### src/rtl/wmsp_pkg.sv
`timescale 1ns / 1ps
package wmsp_pkg;

  localparam int WINDOW_SIZE_DEF = 64;
  localparam int SAMPLE_BITS_DEF = 16;
  localparam int HELD_MAX        = 127;

  typedef struct packed {
    logic signed [15:0] voltage_sample;
    logic signed [15:0] current_sample;
  } in_item_t;

  typedef struct packed {
    logic signed [15:0] mean_voltage;
    logic        [15:0] std_voltage;
    logic signed [15:0] mean_current;
    logic        [15:0] std_current;
    logic               window_ready;
    logic        [6:0]  samples_held;
  } out_item_t;

  typedef struct packed {
    logic               done;
    logic signed [15:0] mean_val;
    logic        [15:0] dev_val;
  } lane_res_t;

endpackage

### src/rtl/wmsp_lane.sv
`timescale 1ns / 1ps
module wmsp_lane #(
  parameter int WINDOW_SIZE = wmsp_pkg::WINDOW_SIZE_DEF,
  parameter int SAMPLE_BITS = wmsp_pkg::SAMPLE_BITS_DEF
) (
  input  logic                                 clk_i,
  input  logic                                 rst_ni,
  input  logic                                 start_i,
  input  logic signed [SAMPLE_BITS-1:0]        sample_i,
  input  logic [$clog2(WINDOW_SIZE)-1:0]       slot_i,
  input  logic                                 filled_i,
  output wmsp_pkg::lane_res_t                  res_o
);
  import wmsp_pkg::*;

  localparam int SB     = SAMPLE_BITS;
  localparam int LOG_N  = $clog2(WINDOW_SIZE + 1);
  localparam int S_W    = SB + LOG_N;
  localparam int MAG_W  = SB - 1 + LOG_N;
  localparam int Q_W    = 2 * SB - 2 + LOG_N;
  localparam int M_W    = Q_W + LOG_N;
  localparam int QT_W   = 2 * SB;
  localparam int DIV_C  = WINDOW_SIZE * (WINDOW_SIZE - 1);
  localparam int D_W    = $clog2(DIV_C + 1);
  localparam int PROD_W = 2 * SB + 2;
  localparam int SR_W   = SB + 2;
  localparam int CNT_W  = $clog2(QT_W + MAG_W + 1);

  localparam logic [2:0] ST_IDLE = 3'd0;
  localparam logic [2:0] ST_DIFF = 3'd1;
  localparam logic [2:0] ST_PROD = 3'd2;
  localparam logic [2:0] ST_ACC  = 3'd3;
  localparam logic [2:0] ST_MUL  = 3'd4;
  localparam logic [2:0] ST_PREP = 3'd5;
  localparam logic [2:0] ST_DIV  = 3'd6;
  localparam logic [2:0] ST_SQRT = 3'd7;

  logic signed [SB-1:0] mem [WINDOW_SIZE];
  logic signed [SB-1:0] old_q, smp_q;
  logic                 fil_q;

  logic [2:0]             state_q, state_d;
  logic [CNT_W-1:0]       cnt_q, cnt_d;
  logic signed [S_W-1:0]  s_q, s_d;
  logic [Q_W-1:0]         q_q, q_d;
  logic signed [SB:0]     dif_q, dif_d, sum_q, sum_d;
  logic signed [PROD_W-1:0] prod_q, prod_d;
  logic [MAG_W-1:0]       mag_q, mag_d, msh_q, msh_d, nsh_q, nsh_d;
  logic                   mneg_q, mneg_d;
  logic [M_W-1:0]         acc_q, acc_d;
  logic [LOG_N-1:0]       rm_q, rm_d;
  logic [SB-1:0]          mdv_q, mdv_d;
  logic [D_W-1:0]         rd_q, rd_d;
  logic [QT_W-1:0]        dq_q, dq_d;
  logic [SB-1:0]          root_q, root_d;
  logic [SR_W-1:0]        rs_q, rs_d;
  lane_res_t              res_q, res_d;

  logic signed [SB:0]     new_x, old_x;
  logic signed [S_W-1:0]  s_abs;
  logic signed [Q_W+PROD_W-1:0] prod_x;
  logic [LOG_N:0]         mt;
  logic [D_W:0]           dt;
  logic [SB+2:0]          rr, trial;
  logic [SB+1:0]          mq, mq_adj;
  logic signed [SB+1:0]   mean_full;
  logic signed [31:0]     mean32;

  always_ff @(posedge clk_i) begin
    if (start_i) begin
      mem[slot_i] <= sample_i;
      old_q       <= mem[slot_i];
    end
  end

  always_comb begin
    new_x   = (SB + 1)'(smp_q);
    old_x   = fil_q ? (SB + 1)'(old_q) : '0;
    s_abs   = s_q[S_W-1] ? -s_q : s_q;
    prod_x  = (Q_W + PROD_W)'(prod_q);
    mt      = {rm_q, mdv_q[SB-1]};
    dt      = {rd_q, dq_q[QT_W-1]};
    rr      = {rs_q[SB:0], dq_q[QT_W-1 -: 2]};
    trial   = (SB + 3)'({root_q, 2'b01});
    mq      = (SB + 2)'(mdv_q);
    mq_adj  = mq + (SB + 2)'(rm_q != '0);
    mean_full = mneg_q ? -$signed(mq_adj) : $signed(mq);
    mean32  = 32'(mean_full);
  end

  always_comb begin
    state_d = state_q;
    cnt_d   = cnt_q;
    s_d     = s_q;
    q_d     = q_q;
    dif_d   = dif_q;
    sum_d   = sum_q;
    prod_d  = prod_q;
    mag_d   = mag_q;
    mneg_d  = mneg_q;
    msh_d   = msh_q;
    nsh_d   = nsh_q;
    acc_d   = acc_q;
    rm_d    = rm_q;
    mdv_d   = mdv_q;
    rd_d    = rd_q;
    dq_d    = dq_q;
    root_d  = root_q;
    rs_d    = rs_q;
    res_d   = res_q;
    res_d.done = 1'b0;
    case (state_q)
      ST_IDLE: begin
        if (start_i) begin
          state_d = ST_DIFF;
        end
      end
      ST_DIFF: begin
        dif_d   = new_x - old_x;
        sum_d   = new_x + old_x;
        s_d     = s_q + S_W'(new_x - old_x);
        state_d = ST_PROD;
      end
      ST_PROD: begin
        prod_d  = PROD_W'(dif_q) * PROD_W'(sum_q);
        mag_d   = MAG_W'($unsigned(s_abs));
        mneg_d  = s_q[S_W-1];
        state_d = ST_ACC;
      end
      ST_ACC: begin
        q_d     = q_q + prod_x[Q_W-1:0];
        msh_d   = mag_q;
        nsh_d   = MAG_W'(WINDOW_SIZE);
        acc_d   = '0;
        rm_d    = LOG_N'(mag_q >> SB);
        mdv_d   = mag_q[SB-1:0];
        cnt_d   = '0;
        state_d = ST_MUL;
      end
      ST_MUL: begin
        acc_d = {acc_q[M_W-2:0], 1'b0}
              + (nsh_q[MAG_W-1] ? M_W'(q_q) : '0)
              - (msh_q[MAG_W-1] ? M_W'(mag_q) : '0);
        msh_d = {msh_q[MAG_W-2:0], 1'b0};
        nsh_d = {nsh_q[MAG_W-2:0], 1'b0};
        if (cnt_q < CNT_W'(SB)) begin
          if (mt >= (LOG_N + 1)'(WINDOW_SIZE)) begin
            rm_d  = LOG_N'(mt - (LOG_N + 1)'(WINDOW_SIZE));
            mdv_d = {mdv_q[SB-2:0], 1'b1};
          end else begin
            rm_d  = LOG_N'(mt);
            mdv_d = {mdv_q[SB-2:0], 1'b0};
          end
        end
        cnt_d = cnt_q + 1'b1;
        if (cnt_q == CNT_W'(MAG_W - 1)) begin
          state_d = ST_PREP;
        end
      end
      ST_PREP: begin
        rd_d    = D_W'(acc_q >> QT_W);
        dq_d    = acc_q[QT_W-1:0];
        root_d  = '0;
        rs_d    = '0;
        cnt_d   = '0;
        state_d = ST_DIV;
      end
      ST_DIV: begin
        if (dt >= (D_W + 1)'(DIV_C)) begin
          rd_d = D_W'(dt - (D_W + 1)'(DIV_C));
          dq_d = {dq_q[QT_W-2:0], 1'b1};
        end else begin
          rd_d = D_W'(dt);
          dq_d = {dq_q[QT_W-2:0], 1'b0};
        end
        cnt_d = cnt_q + 1'b1;
        if (cnt_q == CNT_W'(QT_W - 1)) begin
          cnt_d   = '0;
          state_d = ST_SQRT;
        end
      end
      ST_SQRT: begin
        dq_d = {dq_q[QT_W-3:0], 2'b00};
        if (rr >= trial) begin
          rs_d   = SR_W'(rr - trial);
          root_d = {root_q[SB-2:0], 1'b1};
        end else begin
          rs_d   = SR_W'(rr);
          root_d = {root_q[SB-2:0], 1'b0};
        end
        cnt_d = cnt_q + 1'b1;
        if (cnt_q == CNT_W'(SB - 1)) begin
          state_d = ST_IDLE;
        end
      end
      default: begin
        state_d = ST_IDLE;
      end
    endcase
    if (state_q == ST_SQRT && cnt_q == CNT_W'(SB - 1)) begin
      res_d.done = 1'b1;
      if (mean32 > 32'sd32767) begin
        res_d.mean_val = 16'sh7FFF;
      end else if (mean32 < -32'sd32768) begin
        res_d.mean_val = 16'sh8000;
      end else begin
        res_d.mean_val = mean32[15:0];
      end
      if (32'({root_q[SB-2:0], rr >= trial}) > 32'd65535) begin
        res_d.dev_val = 16'hFFFF;
      end else begin
        res_d.dev_val = 16'({root_q[SB-2:0], rr >= trial});
      end
    end
  end

  always_ff @(posedge clk_i or negedge rst_ni) begin
    if (!rst_ni) begin
      state_q <= ST_IDLE;
      cnt_q   <= '0;
      s_q     <= '0;
      q_q     <= '0;
      res_q   <= '0;
    end else begin
      state_q <= state_d;
      cnt_q   <= cnt_d;
      s_q     <= s_d;
      q_q     <= q_d;
      res_q   <= res_d;
    end
  end

  always_ff @(posedge clk_i) begin
    if (start_i && state_q == ST_IDLE) begin
      smp_q <= sample_i;
      fil_q <= filled_i;
    end
    dif_q  <= dif_d;
    sum_q  <= sum_d;
    prod_q <= prod_d;
    mag_q  <= mag_d;
    mneg_q <= mneg_d;
    msh_q  <= msh_d;
    nsh_q  <= nsh_d;
    acc_q  <= acc_d;
    rm_q   <= rm_d;
    mdv_q  <= mdv_d;
    rd_q   <= rd_d;
    dq_q   <= dq_d;
    root_q <= root_d;
    rs_q   <= rs_d;
  end

  assign res_o = res_q;

endmodule

### config.mk
export PLATFORM = sky130hd
export DESIGN_NAME = wmsp_lane
export DESIGN_NICKNAME = d
export VERILOG_FILES = /design/src/rtl/wmsp_pkg.sv /design/src/rtl/wmsp_lane.sv
export SDC_FILE = /design/constraint.sdc
export NUM_CORES = 2
export LEC_CHECK = 0
export BUFFER_PORTS_ARGS = -buffer_cell sky130_fd_sc_hd__buf_2
export CORE_MARGIN = 10
export CORE_UTILIZATION = 55
export CTS_CLUSTER_SIZE = 12
export DETAILED_ROUTE_END_ITERATION = 16
export HOLD_SLACK_MARGIN = 0.05
export PLACE_DENSITY = 0.76
export SKIP_CTS_REPAIR_TIMING = 1
export SLEW_MARGIN = 0
export SYNTH_ARGS = -nofsm -noshare
export SYNTH_HDL_FRONTEND = slang
export SYNTH_SLANG_ARGS = --single-unit
### constraint.sdc
create_clock -name clk_i -period 8.8 [get_ports clk_i]
set_input_delay 2.2 -clock clk_i [delete_from_list [all_inputs] [get_ports clk_i]]
set_output_delay 2.2 -clock clk_i [all_outputs]
set_load 0.005 [all_outputs]
== After elaboration in Yosys (flattened, before gate mapping) ==
Memories as Yosys holds them, arrays and structs flattened. A register that Yosys moved wholly into a read port is not among the register bits.
Cells that the tools add are included.

* Reduce and logical (&&, ||, !) cells: 13
* $add $sub $neg: 14
* Muxes and demuxes: 34
* $mul: 1
* Eq/ne operators: 15
* $lt $le $gt $ge: 6

{| class="wikitable"
|+ Operator list
! kind !! count
|-
| case mux 32 bit (3 select lines) || 1
|-
| case mux 22 bit (2 select lines) || 2
|-
| case mux 44 bit (2 select lines) || 1
|-
| case mux 16 bit (2 select lines) || 2
|-
| 2-to-1 mux 16 bit || 3
|-
| adder 44 x 37 -> 44 bit || 1
|-
| 2-to-1 mux 22 bit || 2
|-
| subtractor 44 x 22 -> 44 bit || 1
|-
| adder 37 bit || 1
|-
| 2-to-1 mux 37 bit || 1
|-
| multiplier 17 x 17 -> 34 bit || 1
|-
| 2-to-1 mux 17 bit || 2
|-
| case mux 17 bit (2 select lines) || 1
|-
| 2-to-1 mux 33 bit || 1
|-
| case mux 12 bit (2 select lines) || 1
|-
| case mux 3 bit (8 select lines) || 1
|-
| adder 23 x 18 -> 23 bit || 1
|-
| negation 22 bit || 1
|-
| >= comparator 19 x 18 -> 1 bit || 1
|-
| > comparator 18 x 16 -> 1 bit (second input constant) || 1
|-
| less-than comparator 18 x 16 -> 1 bit (second input constant) || 1
|-
| 2-to-1 mux 18 bit || 1
|-
| negation 17 -> 18 bit || 1
|-
| case mux 6 bit (3 select lines) || 1
|-
| 31 further kinds || 53
|}

* Memories: 1
* Input bits: 26
* Bits in registers: 398
* RAM bits: 1,024
* Word-level logic and storage cells: 107
* Output and inout port bits: 33

{| class="wikitable"
|+ Memories
! name !! depth !! width !! rd ports !! clocked after Yosys merged registers in !! wr ports !! RTL line !! RTL
|-
| mem || 64 || 16 || 1 || 1 || 1 || wmsp_lane.sv:38 || <nowiki>logic signed [SB-1:0] mem [WINDOW_SIZE];</nowiki>
|}

== Logic depth before layout (Yosys ltp) ==
* Depth in word-level cells: 8
* Gate-level depth with buffers: 25
* Mapped depth without buffers: 24

== Worst setup path after synthesis ==
Ideal clock, no wire load.

* Kind: reg2reg
* From: register dif_q[11]
* To: register prod_q[26], data pin
* Arrival: 5.934 ns
* Required time: 8.542 ns
* Path slack: 2.608 ns
* Cell stages (with the launch flop): 23
* Path buffers: 1
* Period minus slack after synthesis: 6.192 ns
* Setup time: 0.258 ns
* Path through: edfxtp_1 -> clkbuf_1 -> nand2_1 -> fa_1 -> fa_1 -> fa_1 -> inv_1 -> fa_1 -> fa_1 -> inv_1 -> fa_1 -> inv_1 -> ha_1 -> a211oi_1 -> nand2b_1 -> nor4_1 -> o31ai_1 -> a2111oi_2 -> nor2_1 -> o41a_1 -> nand4_1 -> nand2_1 -> xor2_1

* Longest elaborated chain between the ends: 1

{| class="wikitable"
|+ Ends and longest elaborated chain
! element !! RTL line !! RTL
|-
| start: declaration || wmsp_lane.sv:46 || <nowiki>logic signed [SB:0] dif_q, dif_d, sum_q, sum_d;</nowiki>
|-
| start signal: assignment || wmsp_lane.sv:238 || <nowiki>dif_q <= dif_d;</nowiki>
|-
| multiplier 17 x 17 -> 34 bit || wmsp_lane.sv:125 || <nowiki>prod_d = PROD_W'(dif_q) * PROD_W'(sum_q);</nowiki>
|-
| end signal: assignment || wmsp_lane.sv:240 || <nowiki>prod_q <= prod_d;</nowiki>
|-
| end: declaration || wmsp_lane.sv:47 || <nowiki>logic signed [PROD_W-1:0] prod_q, prod_d;</nowiki>
|}

Every way passes these cells.
A chain may end at the register's enable or synchronous reset.

== Final worst setup path ==
* From: register sum_q[5]
* To: register prod_q[33], data pin

* Longest elaborated chain between the ends: 1

{| class="wikitable"
|+ Ends and longest elaborated chain
! element !! RTL line !! RTL
|-
| start: declaration || wmsp_lane.sv:46 ||
|-
| start signal: assignment || wmsp_lane.sv:239 || <nowiki>sum_q <= sum_d;</nowiki>
|-
| multiplier 17 x 17 -> 34 bit || wmsp_lane.sv:125 ||
|}

Every way passes these cells.

==> impl_metrics.py <==
metrics = {
    "critical_path": {
        "arrival_ns": 7.54,
        "critPathBufInv": 4,
        "startpoint_type": "flop",
        "path_common_cell": "fa_1",
        "critical_path.slowest_cell": "edfxtp_1",
        "endpoint_kind": "flop",
        "crit_family": "adder cells",
        "cpPeakStageDelay_ns": 0.70,
        "path_cells": "and2_1 > fa_1 > inv_1 > fa_1 > fa_1 > fa_1 > inv_1 > fa_1 > inv_1 > fa_1 > inv_1 > ha_1 > and3_1 > nand3_1 > or3_1 > a2111oi_0 > nor3_1 > a21oi_1 > nand4_1 > nand4b_1 > a21oi_1 > xnor2_1",
        "crit_fanout": 17,
        "required_ns": 9.28,
        "criticalPathCategory": "reg -> reg",
    },
    "yosys": {
        "avgSynthCellArea_um2": 12.8,
        "synth_cell_types": 81,
        "synthCells": 5726,
        "ys_async_sr_fraction": 0.0713,
        "ys.flop_type": "edfxtp_1",
        "synth_edf_count": 1329,
        "ys_ff_latch": 1431,
        "ys_seq_area_frac": 0.579,
        "yosys_warnings": 0,
        "synth.cell_area_um2": 73400,
        "syn_nets": 6374,
    },
    "clock_tree": {
        "cts.path.max_buffers": 3,
        "clock_sinks": 1431,
        "cts_tree": "yes",
        "path_clk_slew_ns": 0.06,
        "htreeDepth": 4,
        "clk_latency_ns": 0.80,
        "cts-root-buf": "clkbuf_16",
        "cts_made_buffers": 148,
    },
    "global_route": {
        "grt_pass1_vias": 47287,
        "grt-ovfl-total": 0,
        "grt_max_degree": 120,
        "grt_usage": 0.239,
        "antenna_found_initial": 2,
        "grt_pass1_wl_um": 275000,
    },
    "routing": {
        "drt_iter0_drc": 4737,
        "wl_per_cell_um": 23.3,
        "first_pass_iters": 6,
        "antenna_left": 0,
        "wl_um": 178000,
        "vias": 46828,
        "post_drt_via_cell_ratio": 6.14,
        "drc": 0,
    },
    "timing": {
        "post-route-period-util": 0.803,
        "setup_viol": 0,
        "slew_headroom": 0.143,
        "setup_tns_ns": 0,
        "rsz0062_at_grt": "false",
        "finClkSkew_ns": 0.0728,
        "fin_crit_ns": 7.06,
        "slew_viol_final": 0,
        "hold_viol": 0,
        "fmax_mhz": 142,
        "worstMarginPinSlew_ns": 1.27,
    },
    "outcome": {
        "outcome": "completed",
    },
    "final_layout": {
        "final_common_cell": "edfxtp_1",
        "multiInputGateArea_um2": 27600,
        "nets": 6437,
        "n_fill_cell": 9779,
        "area_growth_pct": 9.66,
        "num_antenna_cells": 0,
        "finish.utilization": 0.610,
        "regArea_um2": 42500,
        "most-common-layout-cells": "1329 x edfxtp_1, 644 x inv_1, 463 x nand2_1",
        "drive_gt1_frac": 0.0711,
    },
    "pwr": {
        "p_per_area_nw_per_um2": 209,
        "p_leak_nw": 30.8,
        "peakVddDrop_v": 0.000259,
    },
    "run": {
        "drv_cap": 0,
    },
    "floorplanning": {
        "io_pins": 59,
        "dieWidth_um": 385,
        "initial_core_util": 0.556,
        "coreArea_um2": 132000,
        "die_area_um2": 148000,
        "die_h_um": 385,
        "rows": 133,
    },
    "hold_path": {
        "worstHoldPathType": "reg -> reg",
    },
    "place": {
        "port_buffers": 58,
        "place_congestion": 0.906,
        "dpl.hpwl_um": 113000,
    },
}
[registers in the layout (all words and copies together) (netlist names)]
signal	flops
s_q	23
acc_q	44
root_q	16
rm_q	7
sum_q	16
dq_q	32
q_q	37
mneg_q	1
nsh_q	16
smp_q	16
fil_q	1
mdv_q	16
mem	1024
old_q	16
cnt_q	6
res_o	33
prod_q	34
msh_q	22
mag_q	22
rs_q	17
rd_q	12
dif_q	17
state_q	3
[where the power goes]
group	total [mW]	switching, mW	leakage, nW	internal (mW)
clock network	5.96	2.63	2.20	3.33
logic	2.99	1.77	15.4	1.23
registers	7.88	0.179	13.2	7.70
total	16.8	4.57	30.8	12.3
[per-layer routing]
metal | share of wire | track usage | up-vias
met2 | 0.49 | 0.398 | 2277
met3 | 0.092 | 0.0444 | 407
met1 | 0.38 | 0.307 | 23281
li1 | - | - | 20861
met4 | 0.041 | 0.102 | 2
met5 | 0.000073 | 0 | -
[cell type report]
type                    instances  share of cell area
well taps                    1755              0.0273
multi-input cells            3388               0.343
flip-flops and latches       1431               0.528
inverters                     646              0.0301
repair buffers                174              0.0154
clock buffers                 177              0.0478
clock inverters                50             0.00865
[metrics by stage]
stage	worst slack, ns	hold slack (ns)	cell area, um2	instances	total power [mW]
3_5_place_dp	1.75	0.464	75900	7394	10.9
4_1_cts	1.74	0.478	80400	7621	16.8
3_3_place_gp	2.00	0.456	75900	7394	10.9
6_report	1.74	0.475	80500	7621	16.8
5_1_grt	1.34	0.510	80500	7621	17.5
2_1_floorplan	2.61	0.442	73400	5726	10.2
[final timing paths]
check / from / endpoint / slack (ns) / depth (start not counted)
worst min register to register: res_o[27] / res_o[27] / 0.48 / 1
min in group asynchronous: rst_ni / res_o[15] / 1.34 / 1
worst max register to register: sum_q[5] / prod_q[33] / 1.74 / 22
max in group asynchronous: rst_ni / s_q[1] / 6.07 / 2
worst min-delay path: res_o[27] / res_o[27] / 0.48 / 1
worst max-delay path: sum_q[5] / prod_q[33] / 1.74 / 22
[cell families (layout without fill, tap and decap cells)]
logic type,after synthesis,count (layout),synth area share
and+or+nand+nor,1208,1208,0.0781
AOI/OAI and AO/OA,1324,1324,0.127
adders and majority gates,622,622,0.141
DFF,1431,1431,0.579
buffers and inverters,907,1047,0.0467
muxes,40,40,0.00561
xor gates and xnor gates,194,194,0.0232
[cell usage after synthesis, types with 112 or more instances]
master,count,area (um2)
nor2_1,240,901
a31oi_1,112,701
xnor2_1,137,1200
inv_1,644,2420
a22oi_1,316,2370
ha_1,279,3490
a22o_1,159,1390
fa_1,343,6870
o21ai_0,163,816
nand2_1,464,1740
edfxtp_1,1329,39900
a21oi_1,186,931
and2_1,169,1060
clkbuf_1,205,769
Note: power is estimated with default switching activity, not from simulation.
